**src/rtl/core/assert_macros.svh**
```systemverilog
// Assertion macros shared by the RTL. Define ASSERT_OFF to compile them out.
`ifndef ASSERT_MACROS_SVH
`define ASSERT_MACROS_SVH
`ifndef ASSERT_OFF
// Same-cycle implication, checked while out of reset.
`define ASSERT_IMPLIES(label, clk, rst_n, ante, cons, msg) \
    label: assert property (@(posedge clk) disable iff (!rst_n) (ante) |-> (cons)) \
        else $error(msg);
// Next-cycle implication, checked while out of reset.
`define ASSERT_NEXT(label, clk, rst_n, ante, cons, msg) \
    label: assert property (@(posedge clk) disable iff (!rst_n) (ante) |=> (cons)) \
        else $error(msg);
`else
`define ASSERT_IMPLIES(label, clk, rst_n, ante, cons, msg)
`define ASSERT_NEXT(label, clk, rst_n, ante, cons, msg)
`endif
`endif

```
**src/rtl/core/varu_div_lane.sv**
```systemverilog
`default_nettype none
// One divider lane: unsigned restoring division, one quotient bit per stage.
module varu_div_lane
#(
    parameter int NUM_W = 32,
    parameter int DEN_W = 25,
    parameter int TAG_W = 8
)
(
    input  logic             clk,
    input  logic [NUM_W-1:0] num,
    input  logic [DEN_W-1:0] den,
    input  logic [TAG_W-1:0] tag_in,
    output logic [NUM_W-1:0] quo,
    output logic [TAG_W-1:0] tag_out
);

    logic [DEN_W-1:0] rem_reg [NUM_W];
    logic [NUM_W-1:0] nq_reg  [NUM_W];
    logic [DEN_W-1:0] den_reg [NUM_W];
    logic [TAG_W-1:0] tag_reg [NUM_W];

    logic [DEN_W-1:0] rem_cur [NUM_W];
    logic [NUM_W-1:0] nq_cur  [NUM_W];
    logic [DEN_W-1:0] den_cur [NUM_W];
    logic [TAG_W-1:0] tag_cur [NUM_W];

    for (genvar k = 0; k < NUM_W; k++)
    begin : g_stage
        logic [DEN_W:0]   part;
        logic [DEN_W-1:0] rem_next;
        logic             q_bit;

        if (k == 0)
        begin : g_first
            assign rem_cur[k] = '0;
            assign nq_cur[k]  = num;
            assign den_cur[k] = den;
            assign tag_cur[k] = tag_in;
        end
        else
        begin : g_rest
            assign rem_cur[k] = rem_reg[k-1];
            assign nq_cur[k]  = nq_reg[k-1];
            assign den_cur[k] = den_reg[k-1];
            assign tag_cur[k] = tag_reg[k-1];
        end

        always_comb
        begin
            part = {rem_cur[k], nq_cur[k][NUM_W-1]};
            if (part >= {1'b0, den_cur[k]})
            begin
                rem_next = DEN_W'(part - {1'b0, den_cur[k]});
                q_bit    = 1'b1;
            end
            else
            begin
                rem_next = DEN_W'(part);
                q_bit    = 1'b0;
            end
        end

        always_ff @(posedge clk)
        begin
            rem_reg[k] <= rem_next;
            nq_reg[k]  <= {nq_cur[k][NUM_W-2:0], q_bit};
            den_reg[k] <= den_cur[k];
            tag_reg[k] <= tag_cur[k];
        end
    end

    assign quo     = nq_reg[NUM_W-1];
    assign tag_out = tag_reg[NUM_W-1];

endmodule
`default_nettype wire

```
**config.mk**
```make
export PLATFORM = sky130hd
export DESIGN_NAME = varu_div_lane
export DESIGN_NICKNAME = d
export VERILOG_FILES = /design/src/rtl/core/assert_macros.svh /design/src/rtl/core/varu_div_lane.sv
export SDC_FILE = /design/constraint.sdc
export NUM_CORES = 2
export LEC_CHECK = 0
export BUFFER_PORTS_ARGS = -buffer_cell sky130_fd_sc_hd__buf_2
export CORE_MARGIN = 10
export CORE_UTILIZATION = 45
export DETAILED_ROUTE_END_ITERATION = 6
export PLACE_DENSITY = 0.6
export SLEW_MARGIN = 20
export SYNTH_ARGS = -nofsm -noshare
export SYNTH_HDL_FRONTEND = slang
export SYNTH_SLANG_ARGS = --single-unit
```
**constraint.sdc**
```tcl
create_clock -name clk -period 8.4 [get_ports clk]
set_input_delay 0.42 -clock clk [delete_from_list [all_inputs] [get_ports clk]]
set_output_delay 0.42 -clock clk [all_outputs]
set_load 0.03 [all_outputs]
```
== Yosys cells after proc, flatten, opt, wreduce, memory -nomap -nowiden ==
Memories as Yosys holds them, arrays and structs flattened.
Cells that the tools add are included.

* Bits in registers: 0
* Latch bits: 0
* RAM bits: 2880
* ROM bits: 0
* Bits of input ports: 66
* Memories: 4

{| class="wikitable"
|+ Memory list
! name !! depth !! width !! rd ports !! clocked after Yosys merged registers in !! write ports !! RTL line !! text
|-
| nq_reg || 32 || 32 || 32 || 0 || 32 || varu_div_lane.sv:19 || <nowiki>logic [NUM_W-1:0] nq_reg [NUM_W];</nowiki>
|-
| den_reg || 32 || 25 || 31 || 0 || 32 || varu_div_lane.sv:20 || <nowiki>logic [DEN_W-1:0] den_reg [NUM_W];</nowiki>
|-
| rem_reg || 32 || 25 || 31 || 0 || 32 || varu_div_lane.sv:18 || <nowiki>logic [DEN_W-1:0] rem_reg [NUM_W];</nowiki>
|-
| tag_reg || 32 || 8 || 32 || 0 || 32 || varu_div_lane.sv:21 || <nowiki>logic [TAG_W-1:0] tag_reg [NUM_W];</nowiki>
|}

* Add/subtract/negate cells: 32
* Multipliers: 0
* Div/mod/pow operators: 0
* $lt $le $gt $ge: 32
* Equality and inequality tests: 0
* Shift-type cells: 0
* Multiplexer cells: 64
* Bitwise logic cells: 0
* Reductions and logical operators: 0

{| class="wikitable"
|+ Operators with widths
! kind !! count
|-
| $ge 26x25->1 || 31
|-
| $mux 25 || 32
|-
| $sub 25x25->25 || 31
|-
| $mux 1 || 32
|-
| $ge 1x25->1 || 1
|-
| $sub 1x25->25 || 1
|}

== Longest topological paths before layout ==
An unclocked memory read counts as a cell.

* Depth in word-level cells: 3
* Depth in mapped cells: 15

== Least setup slack after synthesis ==
Ideal clock, no wire load.

* Path type: register to register
* From: mem nq_reg[17][31] (netlist: nq_reg[1][63])
* To: mem rem_reg[18][6] (netlist: rem_reg[1][56])
* Library setup time: 121 ps
* Data arrival time: 3135 ps
* Required time: 8279 ps
* Setup slack: 5144 ps
* Cell stages (with the launch flop): 16
* Period minus slack after synthesis: 3256 ps
* Cells stage by stage: dfxtp_1 inv_1 ha_1 inv_1 fa_1 a211o_2 a2111oi_4 o211ai_2 nand2_2 a21oi_2 a221oi_2 o21ai_1 a211o_1 buf_6 buf_12 mux2_4

{| class="wikitable"
|+ RTL lines
! element !! RTL line
|-
| from (decl) || varu_div_lane.sv:19
|-
| to (decl) || varu_div_lane.sv:18
|}

==> impl_metrics.py <==
metrics = {
    "floorplanning": {
        "die_y_um": 503.9,
        "ios": 106,
        "coreArea_sq_mm": 0.2328,
        "start_util": 0.4527,
        "die-width_um": 503.9,
        "num_rows": 177,
        "dieArea_sq_mm": 0.2539,
    },
    "placement": {
        "port_buffers": 105,
        "place_area_sq_mm": 0.1093,
        "finalWeightedCongestion": 0.9405,
        "place_hpwl_um": 177300,
        "dp.cells": 13210,
    },
    "worst_setup_path": {
        "slowest_delay_ps": 740,
        "critical_path_class": "reg -> reg",
        "crit_slowest_cell": "a2111oi_0",
        "r2r-start": "nq_reg[0][351]$_DFF_P_",
        "end_kind": "flop",
        "reg2reg_to": "rem_reg[0][276]$_DFF_P_",
        "path_cells": "inv_1, ha_1, inv_1, fa_1, a211o_1, a21oi_1, o211ai_1, a2111oi_0, o21ai_0, a21oi_1, o311a_1, buf_4, mux2_2",
        "r2r_setup_slack_ps": 4110,
        "cp.arrival_ps": 5100,
        "worst_setup_path_start_kind": "flop",
        "required_ps": 9200,
        "path_max_fanout": 35,
        "rr_worst_depth": 13,
    },
    "timing": {
        "max_clock_freq_mhz": 232.9,
        "rsz0062_at_grt": "no",
        "skew_ps": 75.95,
        "setup_viol_count_final": 0,
        "finalMaxSlewViolations": 0,
        "slew_headroom": 0.3134,
        "setup_tns_ps": 0,
        "fin_crit_sh": 0.5110,
        "layout_min_cycle_time_ps": 4293,
        "tightestPinTransition_ps": 1027,
        "final-hold-violation-count": 0,
    },
    "drt": {
        "vias": 70190,
        "final_antenna_net_count": 0,
        "wire_per_inst_um": 16.84,
        "finalWirelength_um": 232500,
        "drc": 0,
        "viasPerCell": 5.083,
        "drt-initial-drc-count": 4676,
        "firstDrtPassIters": 6,
    },
    "global_route": {
        "grt_max_degree": 49,
        "met1_usage": 0.2284,
        "track_usage": 0.1773,
        "busiest_layer": "met2",
        "gr-usage-met2": 0.3015,
        "antenna_found_initial": 4,
        "grt-ovfl-total": 0,
        "grt_pass1_vias": 70060,
        "grt_pass1_wl_um": 371200,
        "met3_usage": 0.03154,
    },
    "synth": {
        "synth.distinct_cells": 102,
        "syn_area_sq_mm": 0.1054,
        "synth_edf_count": 0,
        "ys_warn_count": 0,
        "ys_async_sr_fraction": 0,
        "synth_flop_cell": "dfxtp_1",
        "syn_inst": 10140,
        "synth-seq-cells": 2830,
        "synth_nets": 11010,
        "syn_area_per_cell_sq_um": 10.40,
        "ys_seq_area_frac": 0.5377,
    },
    "final_layout": {
        "layout-area-overhead-vs-synth_pct": 14.33,
        "stdcell_area_sq_mm": 0.1205,
        "layout_common_cells": "dfxtp_1, inv_1, a21oi_1",
        "finalNetCount": 11330,
        "final_cells": 13810,
        "largest_reg_flops": 1024,
        "final_common_cell": "dfxtp_1",
        "fill_cells": 20800,
        "layout-drive-gt1-share": 0.09734,
    },
    "pwr": {
        "p_per_area_mw_per_mm2": 333.1,
        "intPower_w": 0.02820,
        "p_comb_frac": 0.259,
        "clkPwrFrac": 0.343,
        "switching_power_w": 0.01193,
        "seq_power_share": 0.398,
        "p_sw_frac": 0.2972,
        "ir_worst_vdd_mv": 0.2589,
        "p_leak_nw": 55.06,
    },
    "clock_tree": {
        "cts_buffers": 307,
        "ctsRootBufferMaster": "clkbuf_16",
        "cts_setup_buffers": 0,
        "worstSkewPairLatency_ps": 960,
        "postCtsHoldBufs": 65,
        "h-tree-depth": 5,
        "clk_path_buf_depth": 4,
        "path_clk_slew_ps": 60,
        "cts_resized": 0,
        "clock-sinks": 2830,
        "tritoncts": "done",
    },
    "worst_hold_path": {
        "whs_path_depth": 2,
        "hp-start": "num[25]",
        "hold_path_end": "nq_reg[0][26]$_DFF_P_",
        "hold_class": "in -> reg",
    },
    "run": {
        "maxCapViolCount": 0,
    },
    "status": {
        "status": "finished, final reports clean",
    },
}
==> synthesized netlist by cell type, drive strengths merged, types with 56 or more instances <==
master / count / share of area
nor2b: 93 / 0.0055
ha: 777 / 0.092
nand2: 513 / 0.018
nand3: 152 / 0.0072
o21ai: 517 / 0.025
inv: 999 / 0.036
mux2: 328 / 0.036
clkbuf: 126 / 0.0045
o211ai: 56 / 0.0040
o21bai: 89 / 0.0063
xor2: 230 / 0.019
o21a: 108 / 0.0077
dfxtp: 2830 / 0.54
a21o: 345 / 0.025
nor3: 126 / 0.0060
nor2: 568 / 0.020
nand2b: 96 / 0.0057
a31oi: 74 / 0.0045
xnor2: 378 / 0.031
buf: 63 / 0.0033
a211oi: 65 / 0.0047
nand4: 116 / 0.0069
a21oi: 814 / 0.039
==> kinds of logic (layout without fill, tap and decap cells) <==
group	Yosys count	after routing	share of synthesized area
flops	2830	2830	0.5377
simple gates	1933	1933	0.08777
xor+xnor	608	608	0.05054
other cells	0	2	0
fa+ha+maj	807	807	0.09796
mux	359	359	0.03864
buf+inv	1188	1727	0.04339
compound gates	2410	2410	0.1441
==> worst max path at each step <==
stage,start,endpoint,slack (ps),cells past startpoint
floorplan,nq_reg[1][63]$_DFF_P_,rem_reg[1][56]$_DFF_P_,5140,15
global placement,nq_reg[0][351]$_DFF_P_,rem_reg[0][276]$_DFF_P_,4240,13
detailed placement,nq_reg[0][351]$_DFF_P_,rem_reg[0][276]$_DFF_P_,4190,13
CTS,nq_reg[0][351]$_DFF_P_,rem_reg[0][276]$_DFF_P_,4170,13
global route,nq_reg[0][351]$_DFF_P_,rem_reg[0][276]$_DFF_P_,3740,13
finish,nq_reg[0][351]$_DFF_P_,rem_reg[0][276]$_DFF_P_,4110,13
==> area by class of cell <==
cell class | instances | area [sq um] | share of cell area
Tap cell | 3132 | 3919 | 0.03253
Clock inverter | 115 | 1728 | 0.01434
Timing Repair Buffer | 201 | 1409 | 0.01169
Sequential cell | 2830 | 56650 | 0.4703
Clock buffer | 412 | 8765 | 0.07275
Inverter | 999 | 3750 | 0.03113
Antenna cell | 2 | 5.005 | 0.00004154
Multi-Input combinational cell | 6117 | 44240 | 0.3672
==> worst max-delay path: cells and delay by family (launching register included) <==
family | cells | cell delay (ps)
compound gates | 7 | 2410
fa+ha+maj | 2 | 590
buf+inv | 3 | 500
flops | 1 | 300
mux | 1 | 370
==> metrics by stage <==
stage | setup WS, ps | util | power, W | hold slack (ps)
final | 4107 | 0.5176 | 0.04013 | 109.0
after global routing | 3745 | 0.5176 | 0.04252 | 66.70
after CTS | 4168 | 0.5175 | 0.04055 | 21.68
after detailed placement | 4192 | 0.4697 | 0.02653 | 312.1
after global placement | 4242 | 0.4697 | 0.02638 | 309.5
after floorplan | 5144 | - | 0.02401 | 309.6
==> power groups by stage <==
stage | sequential (W) | combinational (W) | clock (W)
final | 0.0160 | 0.0104 | 0.0137
after global routing | 0.0161 | 0.0116 | 0.0148
after CTS | 0.0160 | 0.0103 | 0.0142
after detailed placement | 0.0163 | 0.0102 | 0
after global placement | 0.0163 | 0.0101 | 0
after floorplan | 0.0159 | 0.00815 | 0
==> metal layers <==
metal | part of all wire | vias up
li1 | - | 35500
met1 | 0.46 | 32840
met2 | 0.47 | 1433
met3 | 0.047 | 414
met4 | 0.027 | 0
met5 | 0 | -
Power figures use the tool's default switching activity.
