[src/rtl/core/assert_macros.svh]
// Assertion macros shared by the RTL. Define ASSERT_OFF to compile them out.
`ifndef ASSERT_MACROS_SVH
`define ASSERT_MACROS_SVH
`ifndef ASSERT_OFF
// Same-cycle implication, checked while out of reset.
`define ASSERT_IMPLIES(label, clk, rst_n, ante, cons, msg) \
    label: assert property (@(posedge clk) disable iff (!rst_n) (ante) |-> (cons)) \
        else $error(msg);
// Next-cycle implication, checked while out of reset.
`define ASSERT_NEXT(label, clk, rst_n, ante, cons, msg) \
    label: assert property (@(posedge clk) disable iff (!rst_n) (ante) |=> (cons)) \
        else $error(msg);
`else
`define ASSERT_IMPLIES(label, clk, rst_n, ante, cons, msg)
`define ASSERT_NEXT(label, clk, rst_n, ante, cons, msg)
`endif
`endif

[src/rtl/core/varu_pkg.sv]
`default_nettype none
package varu_pkg;

    typedef enum logic [3:0] {
        MODE_ADD   = 4'd0,
        MODE_SUB   = 4'd1,
        MODE_NEG   = 4'd2,
        MODE_SCALE = 4'd3,
        MODE_DIV   = 4'd4,
        MODE_RDIV  = 4'd5,
        MODE_LEN   = 4'd6,
        MODE_SQLEN = 4'd7,
        MODE_NORM  = 4'd8,
        MODE_HOMOG = 4'd9,
        MODE_CMP   = 4'd10
    } mode_t;

    typedef enum logic [1:0] {
        ST_OK   = 2'd0,
        ST_SAT  = 2'd1,
        ST_DIVZ = 2'd2
    } status_t;

    typedef enum logic [1:0] {
        CMP_LESS    = 2'd0,
        CMP_EQUAL   = 2'd1,
        CMP_GREATER = 2'd2
    } cmp_t;

    // Squared length is held as unsigned Q17.16 in 33 bits.
    localparam int SQ_W       = 33;
    localparam logic [SQ_W-1:0] SQ_CAP = {SQ_W{1'b1}};
    // The square root works on the squared length shifted up by 16 bits.
    localparam int SQRT_IN_W  = 50;
    localparam int ROOT_W     = SQRT_IN_W / 2;
    localparam int REM_W      = ROOT_W + 2;
    localparam int FRAC_BITS  = 8;
    localparam int NORM_SHIFT = 16;

endpackage
`default_nettype wire

[src/rtl/core/varu_sqrt_pipe.sv]
`default_nettype none
// Pipelined integer square root, one result bit per stage.
module varu_sqrt_pipe
    import varu_pkg::*;
#(
    parameter int TAG_W = 8
)
(
    input  logic              clk,
    input  logic              rst_n,
    input  logic              in_valid,
    input  logic [SQ_W-1:0]   in_sq,
    input  logic [TAG_W-1:0]  in_tag,
    output logic              out_valid,
    output logic [ROOT_W-1:0] out_root,
    output logic [TAG_W-1:0]  out_tag
);

    logic                 valid_reg [ROOT_W];
    logic [REM_W-1:0]     rem_reg   [ROOT_W];
    logic [ROOT_W-1:0]    root_reg  [ROOT_W];
    logic [SQRT_IN_W-1:0] data_reg  [ROOT_W];
    logic [TAG_W-1:0]     tag_reg   [ROOT_W];

    logic                 valid_cur [ROOT_W];
    logic [REM_W-1:0]     rem_cur   [ROOT_W];
    logic [ROOT_W-1:0]    root_cur  [ROOT_W];
    logic [SQRT_IN_W-1:0] data_cur  [ROOT_W];
    logic [TAG_W-1:0]     tag_cur   [ROOT_W];

    for (genvar k = 0; k < ROOT_W; k++)
    begin : g_stage
        logic [REM_W+1:0]  part;
        logic [REM_W+1:0]  trial;
        logic [REM_W-1:0]  rem_next;
        logic [ROOT_W-1:0] root_next;

        if (k == 0)
        begin : g_first
            assign valid_cur[k] = in_valid;
            assign rem_cur[k]   = '0;
            assign root_cur[k]  = '0;
            assign data_cur[k]  = SQRT_IN_W'({in_sq, {NORM_SHIFT{1'b0}}});
            assign tag_cur[k]   = in_tag;
        end
        else
        begin : g_rest
            assign valid_cur[k] = valid_reg[k-1];
            assign rem_cur[k]   = rem_reg[k-1];
            assign root_cur[k]  = root_reg[k-1];
            assign data_cur[k]  = data_reg[k-1];
            assign tag_cur[k]   = tag_reg[k-1];
        end

        always_comb
        begin
            part  = {rem_cur[k], data_cur[k][SQRT_IN_W-1 -: 2]};
            trial = {{(REM_W-ROOT_W){1'b0}}, root_cur[k], 2'b01};
            if (part >= trial)
            begin
                rem_next  = REM_W'(part - trial);
                root_next = {root_cur[k][ROOT_W-2:0], 1'b1};
            end
            else
            begin
                rem_next  = REM_W'(part);
                root_next = {root_cur[k][ROOT_W-2:0], 1'b0};
            end
        end

        always_ff @(posedge clk or negedge rst_n)
        begin
            if (!rst_n)
            begin
                valid_reg[k] <= 1'b0;
            end
            else
            begin
                valid_reg[k] <= valid_cur[k];
            end
        end

        always_ff @(posedge clk)
        begin
            rem_reg[k]  <= rem_next;
            root_reg[k] <= root_next;
            data_reg[k] <= data_cur[k] << 2;
            tag_reg[k]  <= tag_cur[k];
        end
    end

    assign out_valid = valid_reg[ROOT_W-1];
    assign out_root  = root_reg[ROOT_W-1];
    assign out_tag   = tag_reg[ROOT_W-1];

endmodule
`default_nettype wire

[config.mk]
export PLATFORM = sky130hd
export DESIGN_NAME = varu_sqrt_pipe
export DESIGN_NICKNAME = d
export VERILOG_FILES = /design/src/rtl/core/assert_macros.svh /design/src/rtl/core/varu_pkg.sv /design/src/rtl/core/varu_sqrt_pipe.sv
export SDC_FILE = /design/constraint.sdc
export NUM_CORES = 2
export LEC_CHECK = 0
export BUFFER_PORTS_ARGS = -buffer_cell sky130_fd_sc_hd__clkbuf_2
export CAP_MARGIN = 20
export CORE_AREA = 2 2 330 332
export CTS_BUF_LIST = sky130_fd_sc_hd__clkbuf_2 sky130_fd_sc_hd__clkbuf_4 sky130_fd_sc_hd__clkbuf_8
export CTS_CLUSTER_SIZE = 25
export DETAILED_ROUTE_END_ITERATION = 8
export DIE_AREA = 0 0 332 334
export PLACE_DENSITY = 0.69
export SETUP_SLACK_MARGIN = 0.5
export SLEW_MARGIN = 0
export SYNTH_ARGS = -nofsm -noshare
export SYNTH_HDL_FRONTEND = slang
export SYNTH_SLANG_ARGS = --single-unit
export TNS_END_PERCENT = 100
[constraint.sdc]
create_clock -name clk -period 3.3 [get_ports clk]
set_input_delay 0.33 -clock clk [delete_from_list [all_inputs] [get_ports clk]]
set_output_delay 0.33 -clock clk [all_outputs]
set_load 0.01 [all_outputs]
# --- After elaboration in Yosys (flattened, before gate mapping) ---
# Memory sizes are Yosys's and may differ from the RTL's.
# Cells that the tools add are included.
word_totals:
  register_bits: 25
  ram_bits: 2700
  output_inout_bits: 34
  wordCells: 129
  memories: 4
memory_table:
  columns: ["memory", "depth", "width", "rd", "rd_clocked_by_memory_dff", "write_ports", "line_no", "text"]
  rows:
  - ["data_reg", 25, 48, 24, 0, 25, "varu_sqrt_pipe.sv:22", "logic [SQRT_IN_W-1:0] data_reg [ROOT_W];"]
  - ["rem_reg", 25, 27, 24, 0, 25, "varu_sqrt_pipe.sv:20", "logic [REM_W-1:0] rem_reg [ROOT_W];"]
  - ["root_reg", 25, 25, 25, 0, 25, "varu_sqrt_pipe.sv:21", "logic [ROOT_W-1:0] root_reg [ROOT_W];"]
  - ["tag_reg", 25, 8, 25, 0, 25, "varu_sqrt_pipe.sv:23", "logic [TAG_W-1:0] tag_reg [ROOT_W];"]
classes:
  addsub: 25
  n_lt_le_gt_ge: 25
  mux: 50
ops:
  columns: ["op", "count"]
  rows:
  - ["29-bit by 27-bit greater-or-equal comparator with 1-bit output", 24]
  - ["27-bit two-way mux", 25]
  - ["27-bit subtractor", 24]
  - ["1-bit two-way mux", 25]
  - ["1-bit by 1-bit subtractor with 2-bit output, second input constant", 1]
  - ["1-bit greater-or-equal comparator, second input constant", 1]

# --- Logic depth before layout (Yosys ltp) ---
# An unclocked memory read counts as a cell.
logic_depth:
  depth_word: 3
  ltp_mapped: 14

# --- Least setup slack after synthesis ---
# No wires, ideal clock.
synth_path:
  path_kind: "register -> register"
  start: "mem root_reg[21][1] in the netlist's numbering"
  end: "mem rem_reg[2][169] in the netlist's numbering"
  t_arrival_ps: 2591
  slack_ps: 588
  path_stages_with_launch: 11
  n_path_buf: 1
  synth_period_minus_slack_ps: 2712
  cell_sequence: "dfxtp_1 inv_1 ha_1 a211o_1 o211ai_1 nand2_1 a41o_1 a311o_1 a211oi_2 buf_2 mux2_2"
synth_lines:
  columns: ["item", "line_no"]
  rows:
  - ["start: declaration", "varu_sqrt_pipe.sv:21"]
  - ["end: declaration", "varu_sqrt_pipe.sv:20"]

==> key figures <==
Global routing
  – Overflow after GRT: 0
  – Initial antenna violation count: 1
  – Vias in the first global route: approximately 36000
  – First-pass GRT wire length: roughly 170000 microns
  – Largest net degree at the start of global routing: 36
  – All-layer global routing usage: a little under a fifth

Synthesis
  – Synth Cell Area: between 50000 and 60000 sq um
  – Post-synthesis sequential area ratio: a little over half
  – Syn_area_per_cell: about 10 sq um
  – Number of synthesized flops with an enable pin: 0
  – Yosys reg bits: about 1400
  – Yosys cell types: ~100
  – Syn Nets: between 5000 and 6000
  – Main synth FF type: dfxtp_1
  – Fraction of registers with async set/reset: under 10%
  – Synth Instances: ~5200
  – Ys Warns: 0

Layout
  – # nets final: around 6000
  – Synth-to-layout area growth: 19.5%
  – Fin area: approximately 64000 sq um
  – Share of layout cells above drive strength 1: between 10% and 20%
  – Max reg flops: around 600
  – Fin util: 59.1%
  – Most common cell after layout, fill and taps aside: dfxtp_1
  – Commonest non-fill, non-tap cells in the layout: dfxtp_1 (1378), inv_1 (429), nor2_1 (321)
  – Fill cells: 9140

Setup path
  – Crit Path Class: register to register
  – Worst Path Arrival: 3.55 ns
  – Setup crit end kind: register
  – Crit path launch type: register
  – Crit path required time: approximately 4.1 ns
  – Crit-path max FO: 7

Route
  – Antenna violation net count after detailed routing: 0
  – WL per Instance: approximately 15 microns
  – Via count: 37100
  – Detailed Route WL: ~110000 microns
  – Drt initial violations: ~2400
  – Via-per-instance ratio: 5.12
  – DRC violations left: 0
  – DRT Pass-1 Iters: 7

Timing
  – Skew final: 0.0388 ns
  – Setup violators final: 0
  – Max-slew headroom: between 40 and 50%
  – Worst-Margin Slew: between 0.8 and 0.9 ns
  – Fin Setup TNS: 0 ns
  – RSZ-0062 raised after global routing: yes
  – Tcrit/Tclk final: between 80% and 90%
  – Final Hold Fails: 0
  – Fin crit period: about 2.8 ns
  – Slew Limit Fails: 0
  – Maximum clock rate: between 300 and 400 MHz

Clocking
  – TritonCTS clock tree: done
  – H-Tree Depth: 4
  – Clock root buffer: clkbuf_8
  – Total CTS buffers: 220
  – Worst skew pair latency: roughly 0.90 ns
  – CTS Buffer Depth: 3
  – CTS clk-pin slew, worst paths: 0.07 ns
  – TritonCTS Sinks: between 1000 and 1500

Hold path
  – Worst min path class: input port to register

Status
  – Status: finished, final reports clean

Placement
  – Placer Congestion: roughly 0.90
  – Post-DP Area: around 56000 sq um
  – Hpwl dp: approximately 76000 microns
  – PortBufs: 77

Die
  – Initial core utilization: between 40 and 50%
  – Overall die height: roughly 330 microns
  – Cell row count: 121
  – Die width: 332 microns
  – IO Pins: 78
  – Die area: roughly 110000 sq um
  – Core region area: between 100000 and 150000 sq um

Pwr
  – Static leakage: 29.5 nW
  – Worst VDD drop: slightly above 400 uV
  – Power Dens Cells: between 700 and 800 nW/um^2
  – Overall power after layout: about 46 mW

Run
  – Max-Cap Viols: 0
-- final cells by class --
cell class | instances | area (sq um) | area share [%]
well taps | 1414 | 1770 | 2.78
repair buffers | 292 | 2470 | 3.87
flip-flops and latches | 1421 | 28600 | 44.9
diodes | 1 | 2.50 | 0.00393
clock buffers | 341 | 4340 | 6.80
clock inverters | 59 | 748 | 1.17
inverters | 437 | 1640 | 2.58
multi-input cells | 3287 | 24200 | 37.9
-- metal layers --
layer  GRT usage, %  wire length [microns]  vias up  share of wire (%)
li1               -                      -    18900                  -
met1           23.9                  49500    17200                 46
met2           31.0                  49300      789                 46
met3           3.72                   5050      200                4.7
met4           7.14                   2830        0                2.7
met5              0                      0        -                  0
-- metrics by stage --
stage	hold WS [ns]	cells	setup WS, ns
after CTS	0.00153	7214	0.453
final	0.103	7252	0.533
after global routing	0.0360	7252	0.360
after global placement	0.310	6694	-0.0624
after floorplan	0.0344	5237	0.588
after detailed placement	0.312	6695	0.177
-- final timing paths --
check                                           start                        to  slack (ns)  depth (start not counted)
setup / recovery           rem_reg[2][108]$_SDFF_PP0_   rem_reg[2][157]$_DFF_P_        0.53                         12
hold / removal                              in_sq[10]   data_reg[0][26]$_DFF_P_        0.10                          2
setup reg to reg           rem_reg[2][108]$_SDFF_PP0_   rem_reg[2][157]$_DFF_P_        0.53                         12
hold reg to reg              data_reg[1][333]$_DFF_P_  data_reg[1][383]$_DFF_P_        0.30                          0
max in group asynchronous                       rst_n   valid_cur[18]$_DFF_PN0_        2.43                          4
min in group asynchronous                       rst_n    valid_cur[1]$_DFF_PN0_        0.42                          3
-- critical path: stages (launching register included) --
cell and delay, ns:
dfxtp_2 0.35, ha_2 0.18, inv_1 0.05, fa_2 0.35, nor2b_2 0.15, o2111ai_2 0.16
a311oi_2 0.35, o41a_1 0.31, a21oi_4 0.12, buf_4 0.15, o31ai_2 0.23, xnor2_1 0.15
o21ai_0 0.08
-- where the power goes --
group / leakage (nW) / total (mW) / internal [mW] / switching (mW)
Sequential: 11.9 / 22.1 / 20.0 / 2.18
Combinational: 14.9 / 8.04 / 3.91 / 4.14
Clock: 2.68 / 16.1 / 9.44 / 6.70
-- cell usage after synthesis, drive strengths merged (52+ instances only) --
cell type	count	share of area, %
a21oi	295	2.8
nor2	326	2.3
nand2	313	2.2
nor4	84	1.0
dfxtp	1396	52
a21o	108	1.5
nor3	157	1.5
clkbuf	52	0.37
xnor2	251	4.1
inv	436	3.1
o21ai	278	2.6
mux2	53	1.1
nand3	86	0.81
nand2b	74	0.87
xor2	204	3.3
ha	335	7.9
or3	62	0.75
o21a	66	0.93
-- logic make-up (layout without fill, tap and decap cells) --
logic type | count (synthesis) | count (layout) | share of synthesized area [%]
mux | 68 | 68 | 1.40
xor+xnor | 455 | 455 | 7.47
compound gates | 1040 | 1040 | 12.4
other cells | 1 | 2 | 0.00703
fa+ha+maj | 342 | 342 | 8.12
simple gates | 1381 | 1381 | 13.2
buf+inv | 529 | 1129 | 3.85
flops | 1421 | 1421 | 53.5
-- what timing repair did --
action / CTS / global route
endpoints found under the hold margin: 67 / 0
setup buffers: 33 / 33
cloned: 3 / 3
pin swaps: 31 / 73
hold buffers: 83 / 0
endpoints found under the setup margin: 222 / 371
gates resized for setup: 103 / 243
Power figures use the tool's default switching activity.
